[src/rtl/hrc_div.sv]
// Pipelined restoring divider, one quotient bit per stage, with a sideband word.
// No package dependencies.
module hrc_div #(
  parameter int W  = 35,
  parameter int DW = 19,
  parameter int QB = 17,
  parameter int PW = 1
) (
  input  logic          clk_i,
  input  logic          rst_ni,
  input  logic          en_i,
  input  logic [W-1:0]  dividend_i,
  input  logic [DW-1:0] divisor_i,
  input  logic [PW-1:0] pay_i,
  output logic [QB-1:0] quot_o,
  output logic [PW-1:0] pay_o
);

  localparam int XW = DW + QB;

  logic [W-1:0]  rem_q [QB-1];
  logic [DW-1:0] dvs_q [QB-1];
  logic [QB-1:0] quo_q [QB];
  logic [PW-1:0] pay_q [QB];

  for (genvar j = 0; j < QB; j++) begin : g_stage
    localparam int B = QB - 1 - j;
    logic [W-1:0]  rem_in;
    logic [DW-1:0] dvs_in;
    logic [QB-1:0] quo_in;
    logic [PW-1:0] pay_in;
    logic [XW-1:0] trial;
    logic [XW-1:0] remx;
    logic          ge;

    if (j == 0) begin : g_first
      assign rem_in = dividend_i;
      assign dvs_in = divisor_i;
      assign quo_in = '0;
      assign pay_in = pay_i;
    end else begin : g_next
      assign rem_in = rem_q[j-1];
      assign dvs_in = dvs_q[j-1];
      assign quo_in = quo_q[j-1];
      assign pay_in = pay_q[j-1];
    end

    assign trial = XW'(dvs_in) << B;
    assign remx  = XW'(rem_in);
    assign ge    = (remx >= trial);

    always_ff @(posedge clk_i or negedge rst_ni) begin
      if (!rst_ni) begin
        pay_q[j] <= '0;
      end else if (en_i) begin
        pay_q[j] <= pay_in;
      end
    end

    always_ff @(posedge clk_i) begin
      if (en_i) begin
        quo_q[j] <= quo_in | (ge ? (QB'(1) << B) : QB'(0));
      end
    end

    if (j < QB - 1) begin : g_rem
      logic [XW-1:0] diff;
      assign diff = remx - trial;
      always_ff @(posedge clk_i) begin
        if (en_i) begin
          rem_q[j] <= ge ? diff[W-1:0] : rem_in;
          dvs_q[j] <= dvs_in;
        end
      end
    end
  end

  assign quot_o = quo_q[QB-1];
  assign pay_o  = pay_q[QB-1];

endmodule

[config.mk]
export PLATFORM = sky130hd
export DESIGN_NAME = hrc_div
export DESIGN_NICKNAME = d
export VERILOG_FILES = /design/src/rtl/hrc_div.sv
export SDC_FILE = /design/constraint.sdc
export NUM_CORES = 2
export LEC_CHECK = 0
export ABC_CLOCK_PERIOD_IN_PS = 3400
export BUFFER_PORTS_ARGS = -buffer_cell sky130_fd_sc_hd__buf_4
export CELL_PAD_IN_SITES_DETAIL_PLACEMENT = 1
export CELL_PAD_IN_SITES_GLOBAL_PLACEMENT = 2
export CORE_MARGIN = 8
export CORE_UTILIZATION = 40
export CTS_CLUSTER_DIAMETER = 50
export DETAILED_ROUTE_END_ITERATION = 8
export GPL_ROUTABILITY_DRIVEN = 0
export HOLD_SLACK_MARGIN = 0.15
export PLACE_DENSITY_LB_ADDON = 0.1
export RECOVER_POWER = 100
export SYNTH_ARGS = -nofsm -noshare
export SYNTH_HDL_FRONTEND = slang
export SYNTH_SLANG_ARGS = --single-unit
[constraint.sdc]
create_clock -name clk_i -period 3.4 [get_ports clk_i]
set_input_delay 0.68 -clock clk_i [delete_from_list [all_inputs] [get_ports clk_i]]
set_output_delay 0.68 -clock clk_i [all_outputs]
set_load 0.01 [all_outputs]
Word level (Yosys, flattened, before mapping):

Memory sizes are Yosys's and may differ from the RTL's.
Cells that the tools add are included.

* output and inout port bits: 18
* RAM bits: 1153
* memories kept: 3
* bits of input ports: 58
* register bits after elaboration: 17
* logic and storage cells: 104

* $add $sub $neg: 16
* $lt $le $gt $ge: 17
* bitwise gates (word level): 16
* multiplexer cells: 35

Memory list
* rem_q: words 16, bits a word 35, read ports 16, clocked after Yosys merged registers in 0, wr ports 16, line 21 `logic [W-1:0] rem_q [QB-1];`
* dvs_q: words 16, bits a word 19, read ports 16, clocked after Yosys merged registers in 0, wr ports 16, line 22 `logic [DW-1:0] dvs_q [QB-1];`
* quo_q: words 17, bits a word 17, read ports 17, clocked after Yosys merged registers in 0, wr ports 17, line 23 `logic [QB-1:0] quo_q [QB];`

Operators by type and width (count)
* two-way mux 35 bit: 16
* >= comparator 35 x 19 -> 1 bit: 1
* >= comparator 35 x 20 -> 1 bit: 1
* >= comparator 35 x 21 -> 1 bit: 1
* >= comparator 35 x 22 -> 1 bit: 1
* >= comparator 35 x 23 -> 1 bit: 1
* >= comparator 35 x 24 -> 1 bit: 1
* >= comparator 35 x 25 -> 1 bit: 1
* >= comparator 35 x 26 -> 1 bit: 1
* >= comparator 35 x 27 -> 1 bit: 1
* >= comparator 35 x 28 -> 1 bit: 1
* >= comparator 35 x 29 -> 1 bit: 1
* >= comparator 35 x 30 -> 1 bit: 1
* >= comparator 35 x 31 -> 1 bit: 1
* >= comparator 35 x 32 -> 1 bit: 1
* >= comparator 35 x 33 -> 1 bit: 1
* >= comparator 35 x 34 -> 1 bit: 1
* >= comparator 35 bit: 1
* subtractor 35 x 20 -> 35 bit: 1
* subtractor 35 x 21 -> 35 bit: 1
* subtractor 35 x 22 -> 35 bit: 1
* subtractor 35 x 23 -> 35 bit: 1
* subtractor 35 x 24 -> 35 bit: 1
* subtractor 35 x 25 -> 35 bit: 1
* 43 further kinds: 45

Depth between registers and ports, before layout:

An unclocked memory read counts as a cell.

* depth in word-level cells: 4
* gate-level depth with buffers: 13
* gate-level depth less buffers: 13

Least setup slack after synthesis:

Ideal clock, no wire load.

* kind: flip-flop to flip-flop
* from: memory rem_q[11][4], in the netlist rem_q[1][109]
* to: memory rem_q[12][32], in the netlist rem_q[1][172] (data pin)
* stages on the path, launching flop included: 14
* clock period less this slack: 3497 ps
* arrival time: 3239 ps
* required time: 3142 ps
* setup time: 258 ps
* setup slack: -97 ps
* path buffers: 0
* path through: edfxtp_1 -> inv_1 -> ha_1 -> inv_1 -> fa_1 -> a21o_1 -> a21o_1 -> a2111oi_0 -> o211ai_1 -> a31oi_1 -> nor3_1 -> nor4b_1 -> nand3_1 -> xnor2_1

RTL lines (line)
* start: declaration: 21

==> impl_metrics.ini <==
[placement]
pre_cts_ws_ps = -509
dp_hpwl_mm = 103
portBuffers = 75

[global_route]
grt_overflow = 0
grt_first_pass_wirelength_mm = 212
antenna_found_initial = 2
grt_max_degree = 125
first_global_vias = 37400
grt_use_total_pct = 18.3

[sta]
rsz0062_at_grt = true
fin_ws_ps = 72.1
tightest_slew_ps = 2470
slew_headroom_pct = -64.4
setup_viol = 0
whs_ps = 215
max_freq_ghz = 0.300
finalClockSkew_ps = 48.7
hold_violations = 0
fin_crit_ps = 3330
slew_viol_final = 30
finalCritPeriodShare_pct = 97.9

[routing]
ant_nets = 0
drc_errors = 0
dr_total_vias = 35500
vias_per_cell = 5.20
routed_wl_mm = 134
dr.pass1.iters = 6
drt_iter0_drc = 1841
wl_per_cell_um = 19.6

[power]
powerDensity_mw_per_mm2 = 832
vdd_ir_drop_max_mv = 0.442
p_leak_nw = 24.8

[cells_and_area]
regArea_mm2 = 0.0310
drive_above_1_share_pct = 13.8
area_growth_pct = 19.5
nNetsFinal = 5356
fillers = 13800
final_cell_mix = 1017 x edfxtp_1, 415 x inv_1, 318 x ha_1
mostFrequentLayoutCell = edfxtp_1
multiInputGateArea_mm2 = 0.0206

[floorplan]
num_io_pins = 76
core_area_mm2 = 0.132
die_h_um = 380
rows = 133
die_w_um = 380
start_util_pct = 40.3
die-area_mm2 = 0.145

[worst_setup_path]
path_max_fanout = 26
setup.worst_path.class = flip-flop to flip-flop
worstPathArrival_ps = 3850
start_kind = flip-flop
cp.required_ps = 3920
worst_setup_path_end_kind = flip-flop

[min_path]
hp-class = input pin to flip-flop

[clocking]
clk_latency_ps = 780
cts_buffer_depth = 3
cts_sinks = 1034
clk_pin_slew_worst_paths_ps = 50
cts_root_buf = clkbuf_16
cts_tree = done
htree_levels = 4
cts_made_buffers = 147

[logic_synthesis]
post_synth_inst_count = 4441
synth.area.top_cells = edfxtp_1 58%, ha_1 7.6%, xnor2_1 3.3%
yosysTopAreaCell = edfxtp_1
synthArstFlopShare_pct = 1.64
yosysUniqueCellTypes = 78
synth-seq-cells = 1034
synth_edf_count = 1017
synth_nets = 4838
synth-main-ff-cell = edfxtp_1
yosysTopAreaCellShare_pct = 57.6
avgSynthCellArea_um2 = 11.9
yosys_warnings = 0
synth_area_mm2 = 0.0530
yosysSeqAreaShare_pct = 58.4

[run]
drv_cap = 1

[outcome]
failed_checks = max-capacitance violations, max-slew violations
outcome = finished, violations left
path summary, 6_finish.rpt:
kind	start	end	slack, ps	depth (start not counted)
min in group asynchronous	rst_ni	g_stage[2].pay_in	550	2
setup reg to reg	rem_q[1][143]	rem_q[1][179]	70	11
setup / recovery	rem_q[1][143]	rem_q[1][179]	70	11
hold reg to reg	quo_q[0][33]	quo_q[0][50]	390	0
max in group asynchronous	rst_ni	g_stage[13].pay_in	2310	2
hold / removal	dividend_i[24]	rem_q[0][24]	220	3
metal layers:
| layer | global-route usage, % | up-vias | share of wire (%) |
|---|---|---|---|
| met5 | 0 | - | 0 |
| met4 | 5.16 | 0 | 2.4 |
| met3 | 2.75 | 169 | 3.3 |
| met2 | 31.9 | 442 | 50 |
| met1 | 23.7 | 17500 | 45 |
| li1 | - | 17400 | - |
final cells by class:
type	count	area share [%]
Antenna cell	1	0.00395
Clock buffer	168	5.94
Clock inverter	101	1.86
Inverter	417	2.47
Multi-Input combinational cell	2918	32.4
Sequential cell	1034	48.8
Tap cell	1755	3.46
Timing Repair Buffer	441	5.01
synth_stat cells (29+ instances only):
library cell and count:
a211oi_1 32, a21o_1 114, a21oi_1 307, a31oi_1 31, and3_1 34, clkbuf_1 57
edfxtp_1 1017, ha_1 323, inv_1 417, mux2_2 72, nand2_1 309, nand2b_1 56
nand3_1 72, nand4_1 47, nor2_1 267, nor2b_1 49, nor3_1 81, nor4_1 63
o21a_1 54, o21ai_0 288, o21bai_1 32, o31ai_1 29, or3_1 34, xnor2_1 200
xor2_1 148
logic make-up (layout without fill, tap and decap cells):
kind of cell               Yosys count  after routing  share of synthesized area (%)
AOI/OAI and AO/OA                 1010           1010                           11.6
xor gates and xnor gates           348            348                           5.75
adders and majority gates          339            339                           8.22
buffers and inverters              489           1127                           3.51
DFF                               1034           1034                           58.4
muxes                               82             82                           1.77
other                                0              1                              0
and+or+nand+nor                   1139           1139                           10.7
state kept, by name, indices dropped and copies added (netlist names):
signal and cells:
dvs_q 304, g_stage.pay_in 16, pay_o 1, quo_q 153
rem_q 560
worst max-delay path, cell delays in order (launching register included):
cell and delay, ps:
edfxtp_1 410, inv_1 80, ha_1 170, inv_1 60, fa_1 400, a211oi_2 300
o211ai_1 180, o211ai_1 260, o211ai_1 250, a21oi_1 330, buf_6 270, mux2_2 360
through the flow:
stage	utilization (%)	setup TNS, ps	area (um2)	total power [W]	cells
CTS	48.4	0	63700	0.0535	6829
global route	48.2	-1970	63400	0.0562	6834
global placement	44.3	-10490	58300	0.0377	6521
floorplan	-	0	53100	0.0313	4441
finish	48.2	0	63400	0.0527	6835
detailed placement	44.3	-10790	58300	0.0380	6521
what timing repair did:
| action | in CTS | in global routing |
|---|---|---|
| hold buffers | 38 | 0 |
| pin swaps | 8 | 21 |
| endpoints found under the hold margin | 54 | 0 |
| gates resized for setup | 18 | 60 |
| endpoints found under the setup margin | 71 | 163 |
| setup buffers | 1 | 5 |
power by group:
part           switching [W]  leakage (nW)  total (W)  internal (W)
Combinational        0.00989          12.5     0.0181       0.00817
Sequential           0.00185          10.0     0.0197        0.0178
Clock                0.00607          2.36     0.0150       0.00895
(Power assumes the default switching activity.)
