**src/rtl/hrc_pkg.sv**
```systemverilog
// Shared types and constants for the HSV/RGB pixel converter.
// No dependencies; imported by the converter modules.
package hrc_pkg;

  localparam int CHANNEL_BITS_DEF = 16;

  // Conversion direction carried with each word.
  typedef enum logic {
    KIND_TO_HSV = 1'b0,
    KIND_TO_RGB = 1'b1
  } kind_e;

  // Hue sector, one sixth of a turn each.
  typedef enum logic [2:0] {
    SEC_RED_YEL = 3'd0,
    SEC_YEL_GRN = 3'd1,
    SEC_GRN_CYN = 3'd2,
    SEC_CYN_BLU = 3'd3,
    SEC_BLU_MAG = 3'd4,
    SEC_MAG_RED = 3'd5
  } sector_e;

  // Which channel holds the maximum.
  typedef enum logic [1:0] {
    MAX_RED = 2'd0,
    MAX_GRN = 2'd1,
    MAX_BLU = 2'd2
  } max_ch_e;

endpackage

```
**src/rtl/hrc_hsv2rgb.sv**
```systemverilog
// Four-stage HSV to RGB datapath: sector split, products, mixes, select.
// Depends on hrc_pkg (sector codes).
module hrc_hsv2rgb
  import hrc_pkg::*;
#(
  parameter int CHANNEL_BITS = CHANNEL_BITS_DEF,
  parameter int PW = 1
) (
  input  logic                    clk_i,
  input  logic                    rst_ni,
  input  logic                    en_i,
  input  logic [CHANNEL_BITS-1:0] hue_i,
  input  logic [CHANNEL_BITS-1:0] sat_i,
  input  logic [CHANNEL_BITS-1:0] val_i,
  input  logic [PW-1:0]           pay_i,
  output logic [CHANNEL_BITS-1:0] red_o,
  output logic [CHANNEL_BITS-1:0] green_o,
  output logic [CHANNEL_BITS-1:0] blue_o,
  output logic [PW-1:0]           pay_o
);

  localparam int C = CHANNEL_BITS;
  localparam logic [C-1:0]   ONE    = {C{1'b1}};
  localparam logic [2*C:0]   HALF_M = (2*C+1)'((64'd1 << (C-1)) - 64'd1);
  localparam logic [2*C:0]   HALF   = (2*C+1)'(64'd1 << (C-1));
  localparam logic [C:0]     TURN   = (C+1)'(64'd1 << C);

  // round(prod / ONE), ONE = 2^C - 1, by reciprocal add-and-shift
  function automatic logic [C-1:0] mul_fix(input logic [2*C-1:0] prod);
    logic [2*C:0] x;
    logic [2*C:0] y;
    x = {1'b0, prod} + HALF_M;
    y = x + (x >> C) + (2*C+1)'(1);
    return y[2*C-1:C];
  endfunction

  // stage A
  logic [C+2:0] p;
  logic [2:0]   a_sec_q;
  logic [C-1:0] a_f_q, a_s_q, a_v_q, a_oms_q;
  logic         a_black_q, a_grey_q;
  logic [PW-1:0] a_pay_q, b_pay_q, c_pay_q, d_pay_q;

  assign p = ({3'b0, hue_i} << 2) + ({3'b0, hue_i} << 1);

  always_ff @(posedge clk_i or negedge rst_ni) begin
    if (!rst_ni) begin
      a_pay_q <= '0;
      b_pay_q <= '0;
      c_pay_q <= '0;
      d_pay_q <= '0;
    end else if (en_i) begin
      a_pay_q <= pay_i;
      b_pay_q <= a_pay_q;
      c_pay_q <= b_pay_q;
      d_pay_q <= c_pay_q;
    end
  end

  always_ff @(posedge clk_i) begin
    if (en_i) begin
      a_sec_q   <= p[C+2:C];
      a_f_q     <= p[C-1:0];
      a_s_q     <= sat_i;
      a_v_q     <= val_i;
      a_oms_q   <= ONE - sat_i;
      a_black_q <= (val_i == '0);
      a_grey_q  <= (sat_i == '0);
    end
  end

  // stage B: products
  logic [2*C-1:0] b_ps2_q, b_pf1_q;
  logic [2*C:0]   b_ps3_q;
  logic [C:0]     omf;
  logic [2:0]     b_sec_q;
  logic [C-1:0]   b_v_q;
  logic           b_black_q, b_grey_q;

  assign omf = TURN - {1'b0, a_f_q};

  always_ff @(posedge clk_i) begin
    if (en_i) begin
      b_ps2_q   <= a_s_q * a_f_q;
      b_ps3_q   <= {1'b0, a_s_q} * omf;
      b_pf1_q   <= a_v_q * a_oms_q;
      b_sec_q   <= a_sec_q;
      b_v_q     <= a_v_q;
      b_black_q <= a_black_q;
      b_grey_q  <= a_grey_q;
    end
  end

  // stage C: round s*f terms, second products
  logic [2*C:0] r2, r3;
  logic [C-1:0] t2, t3;
  logic [2*C-1:0] c_pf2_q, c_pf3_q;
  logic [C-1:0]   c_f1_q, c_v_q;
  logic [2:0]     c_sec_q;
  logic           c_black_q, c_grey_q;

  assign r2 = {1'b0, b_ps2_q} + HALF;
  assign r3 = b_ps3_q + HALF;
  assign t2 = r2[2*C-1:C];
  assign t3 = r3[2*C-1:C];

  always_ff @(posedge clk_i) begin
    if (en_i) begin
      c_pf2_q   <= b_v_q * (ONE - t2);
      c_pf3_q   <= b_v_q * (ONE - t3);
      c_f1_q    <= mul_fix(b_pf1_q);
      c_v_q     <= b_v_q;
      c_sec_q   <= b_sec_q;
      c_black_q <= b_black_q;
      c_grey_q  <= b_grey_q;
    end
  end

  // stage D: select by sector
  logic [C-1:0] f2, f3, r_d, g_d, bl_d;
  logic [C-1:0] red_q, green_q, blue_q;

  assign f2 = mul_fix(c_pf2_q);
  assign f3 = mul_fix(c_pf3_q);

  always_comb begin
    case (sector_e'(c_sec_q))
      SEC_RED_YEL: begin r_d = c_v_q;  g_d = f3;     bl_d = c_f1_q; end
      SEC_YEL_GRN: begin r_d = f2;     g_d = c_v_q;  bl_d = c_f1_q; end
      SEC_GRN_CYN: begin r_d = c_f1_q; g_d = c_v_q;  bl_d = f3;     end
      SEC_CYN_BLU: begin r_d = c_f1_q; g_d = f2;     bl_d = c_v_q;  end
      SEC_BLU_MAG: begin r_d = f3;     g_d = c_f1_q; bl_d = c_v_q;  end
      default:     begin r_d = c_v_q;  g_d = c_f1_q; bl_d = f2;     end
    endcase
    if (c_black_q) begin
      r_d = '0; g_d = '0; bl_d = '0;
    end else if (c_grey_q) begin
      r_d = c_v_q; g_d = c_v_q; bl_d = c_v_q;
    end
  end

  always_ff @(posedge clk_i) begin
    if (en_i) begin
      red_q   <= r_d;
      green_q <= g_d;
      blue_q  <= bl_d;
    end
  end

  assign red_o   = red_q;
  assign green_o = green_q;
  assign blue_o  = blue_q;
  assign pay_o   = d_pay_q;

endmodule

```
**config.mk**
```make
export PLATFORM = sky130hd
export DESIGN_NAME = hrc_hsv2rgb
export DESIGN_NICKNAME = d
export VERILOG_FILES = /design/src/rtl/hrc_pkg.sv /design/src/rtl/hrc_hsv2rgb.sv
export SDC_FILE = /design/constraint.sdc
export NUM_CORES = 2
export LEC_CHECK = 0
export BUFFER_PORTS_ARGS = -buffer_cell sky130_fd_sc_hd__buf_2
export CAP_MARGIN = 20
export CORE_UTILIZATION = 60
export CTS_BUF_LIST = sky130_fd_sc_hd__clkbuf_16
export CTS_CLUSTER_SIZE = 40
export DETAILED_ROUTE_END_ITERATION = 10
export PLACE_DENSITY = 0.77
export SKIP_LAST_GASP = 1
export SLEW_MARGIN = 10
export SYNTH_ARGS = -nofsm -noshare
export SYNTH_HDL_FRONTEND = slang
export SYNTH_SLANG_ARGS = --single-unit
```
**constraint.sdc**
```tcl
create_clock -name clk_i -period 16.9 [get_ports clk_i]
set_clock_uncertainty 0.2 [all_clocks]
set_input_delay 3.38 -clock clk_i [delete_from_list [all_inputs] [get_ports clk_i]]
set_output_delay 3.38 -clock clk_i [all_outputs]
set_load 0.1 [all_outputs]
```
# After elaboration in Yosys (flattened, before gate mapping)
# Index checks and enable logic that the tools add are counted.
totals:
  regBits: 339
  inputBits: 52
  output_inout_bits: 49
op_classes:
  add_sub_neg: 16
  mul: 5
  n_eq_ne: 4
  n_mux: 6
  reduce_logical: 7
op_table:
  columns: ["operator", "n"]
  rows:
  - ["one-hot mux 16 bit (3 select lines)", 3]
  - ["adder 32 x 15 -> 33 bit, second input constant", 3]
  - ["adder 32 x 1 -> 32 bit, second input constant", 3]
  - ["adder 32 x 17 -> 32 bit", 3]
  - ["adder 32 x 16 -> 32 bit, second input constant", 2]
  - ["multiplier 16 x 16 -> 32 bit", 2]
  - ["multiplier 17 x 17 -> 32 bit", 2]
  - ["2-to-1 mux 16 bit", 3]
  - ["subtractor 16 x 16 -> 17 bit, first input constant", 2]
  - ["zero test 16 bit", 2]
  - ["multiplier 16 x 17 -> 32 bit", 1]
  - ["adder 18 x 17 -> 19 bit", 1]
  - ["subtractor 17 x 16 -> 17 bit, first input constant", 1]
  - ["subtractor 16 bit, first input constant", 1]
  - ["OR reduction 2 bit", 4]
  - ["equality test 3 x 2 -> 1 bit, second input constant", 2]
  - ["equality test 3 x 1 -> 1 bit, second input constant", 1]
  - ["equality test 3 bit, second input constant", 1]
  - ["zero test 3 bit", 1]

# Logic depth before layout (Yosys ltp)
logic_depth:
  ltp_word: 5
  depth_mapped: 31

# Worst setup path before layout
# No wires, ideal clock.
synth_path:
  path_kind: "reg-to-reg"
  start: "register a_f_q[5]"
  end: "register b_ps3_q[30], data pin"
  setup_ns: 0.258
  t_arrival_ns: 7.584
  required_time_ns: 16.442
  setup_slack_ns: 8.858
  path_stages_with_launch: 30
  path_cell_list: "edfxtp_1 > clkbuf_1 > or3_1 > nor4_1 > nor3b_1 > nand2_1 > nor4_1 > xnor2_1 > clkbuf_1 > nand2_1 > fa_1 > fa_1 > inv_1 > fa_1 > inv_1 > fa_1 > fa_1 > fa_1 > inv_1 > ha_1 > nand4_1 > nor2_1 > a211oi_1 > o311ai_0 > a31oi_1 > o21ai_0 > a41oi_1 > nand2b_1 > a21oi_1 > xnor2_1"
synth_via:
  elab_chain_len: 2
synth_lines:
  columns: ["element", "line_no", "text"]
  rows:
  - ["start, declared", "hrc_hsv2rgb.sv:40", "logic [C-1:0] a_f_q, a_s_q, a_v_q, a_oms_q;"]
  - ["start signal, assigned", "hrc_hsv2rgb.sv:63", "a_f_q <= p[C-1:0];"]
  - ["subtractor 17 x 16 -> 17 bit", "hrc_hsv2rgb.sv:80", "assign omf = TURN - {1'b0, a_f_q};"]
  - ["multiplier 16 x 17 -> 32 bit", "hrc_hsv2rgb.sv:85", "b_ps3_q <= {1'b0, a_s_q} * omf;"]
  - ["end signal, assigned", "hrc_hsv2rgb.sv:85", null]
  - ["end, declared", "hrc_hsv2rgb.sv:74", "logic [2*C:0] b_ps3_q;"]
# No other way between the ends.
# A chain may end at the register's enable or synchronous reset.

# Worst setup path in the final report
layout_path:
  start: "register a_f_q[3]"
  end: "register b_ps3_q[30], data pin"
# The elaborated chain is that of the path after synthesis.

==> results by group <==
Floorplan
  • Effective utilization at floorplan: 60.6%
  • IO Pins: 101
  • Die Span Y: 312 um
  • Core area: around 95,000 um^2
  • Die X: 312 um
  • Std-Cell Rows: 113
  • Die ar.: slightly below 100,000 um^2

Drt
  • Drt pass-1 iters: 6
  • DRC Markers: 0
  • Final WL: 142,000 um
  • DRT antenna net count: 0
  • Initial DRC Count: between 3,000 and 4,000
  • Vias per cell: 5.71
  • Vias: approximately 43,000
  • DR WL/cell: around 19 um

Clock tree
  • H-tree levels: 2
  • Worst-path clk slew: 0.06 ns
  • Clock Sink Count: 308
  • CTS tree: built
  • Total CTS buffers: 39
  • Hold Buf Count CTS: 0
  • Setup Fix Bufs, Post-CTS: 0
  • Worst-case clock buffer depth: 3
  • Worst skew pair latency: 0.60 ns
  • Clock Tree Root: clkbuf_16
  • Post_cts resized: 0

Cells and area
  • Post-route cell area: 60,800 um^2
  • Storage element area: 9230 um^2
  • Synth-to-layout area growth: 5.50%
  • Area used by multi-input combinational logic: between 40,000 and 50,000 um^2
  • Layout cells sized above 1: 4.71%
  • Fillers: 7,682
  • Nets: 7,780

Placement
  • Setup WS pre-CTS: approximately 8.0 ns
  • Placer Congestion: 0.961
  • Port Buf Inserts: 100
  • Dpl cell area: 59,600 um^2
  • DP HPWL: 110,000 um

Timing
  • Final Hold Viols: 0
  • Pins Over Slew Limit: 0
  • Setup TNS: 0 ns
  • # setup viols final: 0
  • Max transition margin: between 20% and 30%
  • Final worst slack: approximately 8 ns
  • Period minus WS final: 8.87 ns
  • Highest clock rate: 113 MHz
  • RSZ-0062 raised after global routing: false
  • Worst slew pin tran: 1.07 ns
  • Period Utilization, post-route: 52.5%

Critical path
  • Crit end category: flip-flop
  • Critical path data required time: 17.03 ns
  • Critical Path AT: 9.00 ns
  • Worst-path fanout max: 20
  • Crit path launch type: flip-flop
  • Crit Path Category: flip-flop to flip-flop

Yosys
  • FF+latch count, synth: 308
  • Synthesized Nets: 7,803
  • Post-synth ARST share: 1.30%
  • Post-synth EDFFs: 304
  • Unique masters post-synth: 82
  • Synth Instances: between 6,000 and 7,000
  • Yosys warning total: 0
  • Most common flop cell mapped by yosys: edfxtp_1
  • Sequential share of the synthesized area: 16.0%
  • Mapped Area: 57,700 um^2
  • Synth Area per Inst: 9.32 um^2

Global routing
  • GRT Util Overall: between 30 and 40%
  • Initial antenna violation count: 0
  • Gr ovfl total: 0
  • First-pass GRT wire length: around 230,000 um
  • Largest net degree at the start of global routing: 168
  • Vias in the first global route: 45,400

Worst hold path
  • Worst hold path type: flip-flop to flip-flop

Job
  • MaxCap Viol Count: 0

Outcome
  • Status: finished, final reports clean
-- cells by family after synthesis --
logic type / synth area share, %
and+or+nand+nor: 16.8
adders and majority gates: 46.3
buffers and inverters: 9.75
AOI/OAI and AO/OA: 6.40
DFF: 16.0
xor gates and xnor gates: 4.54
muxes: 0.228
-- Yosys cell counts (all sizes together), types with 26 or more instances --
cell	number	share of area (%)
ha	604	13
a221oi	27	0.41
a21o	58	0.76
nor3	53	0.48
fa	957	33
clkbuf	244	1.6
nor2b	30	0.33
a21oi	174	1.5
nand2b	45	0.50
and2	585	6.3
nand3	90	0.78
o21ai	101	0.88
inv	1244	8.1
xor2	119	1.8
nor4	31	0.35
nand4	30	0.34
xnor2	179	2.7
nor2	163	1.1
edfxtp	304	16
and3	26	0.28
a211oi	27	0.35
nand2	823	5.4
-- critical path, cell delays in order (launching register included) --
cell and delay (ns):
edfxtp_1 0.64, or3_1 0.51, nor4_1 0.44, nor3b_1 0.31
nand2_1 0.13, nor4_1 0.25, xnor2_1 0.16, buf_4 0.23
nand2_1 0.10, fa_1 0.53, fa_1 0.54, inv_1 0.05
fa_1 0.50, inv_1 0.05, fa_1 0.55, fa_1 0.43
fa_1 0.49, inv_1 0.04, ha_1 0.32, nand4_1 0.14
o311ai_0 0.65, a31oi_1 0.27, o21ai_0 0.51, a41oi_1 0.22
nand2b_1 0.15, a21oi_1 0.09, xnor2_1 0.12
-- cell type report --
class | count | share of cell area, %
multi-input cells | 4385 | 70.5
clock inverters | 31 | 0.463
inverters | 1245 | 7.68
well taps | 1265 | 2.60
diodes | 1 | 0.00411
flip-flops and latches | 308 | 15.2
repair buffers | 188 | 1.95
clock buffers | 39 | 1.60
-- cells in the final DEF (no fill, tap or decap), types with 13 or more instances in the layout --
cell type and instances:
nand4_1 29, a31oi_1 25, nor3_1 52, inv_1 1252
nor2b_1 30, xor2_1 111, o31ai_1 13, or3_1 18
and3_1 26, nand2_1 822, a21oi_1 174, buf_2 99
clkbuf_16 39, a211oi_1 27, fa_1 957, o21ai_0 99
nor2_1 163, buf_4 86, edfxtp_1 304, xnor2_1 175
a21o_1 58, ha_1 604, o21bai_1 20, nand3_1 90
nand2b_1 44, and2_1 585, o21a_1 15, nor4_1 30
a221oi_1 27
-- metal layers --
metal  routed length, um  track usage [%]  up-vias
li1                    -                -    19300
met1               57800             40.0    21300
met2               67800             50.0     1641
met3               11500             5.50      339
met4                5220             10.6        0
met5                   0                0        -
-- sequential cells by signal (all words and copies together), names as in the netlist, 17 cells and up --
signal and flops:
b_ps2_q 17, c_pf2_q 32, b_pf1_q 32, b_ps3_q 17, c_pf3_q 32
-- metrics by stage --
stage / utilization [%] / cells / hold slack [ns]
finish: 63.9 / 7462 / 0.213
global route: 63.9 / 7461 / 0.220
CTS: 63.9 / 7460 / 0.215
detailed placement: 62.6 / 7390 / 0.205
global placement: 62.6 / 7389 / 0.200
floorplan: - / 6190 / 0.200
-- path summary, 6_finish.rpt --
check                      startpoint  cells after the start     endpoint  slack (ns)
setup / recovery             a_f_q[3]                     26  b_ps3_q[30]        8.03
hold / removal             b_sec_q[2]                      0   c_sec_q[2]        0.21
setup reg to reg             a_f_q[3]                     26  b_ps3_q[30]        8.03
hold reg to reg            b_sec_q[2]                      0   c_sec_q[2]        0.21
max in group asynchronous      rst_ni                      1      c_pay_q       14.00
min in group asynchronous      rst_ni                      1        pay_o        2.39
Power is left out: the tool's default activity adds up to more than one toggle a clock period on the data nets, which glitch-free logic cannot reach.
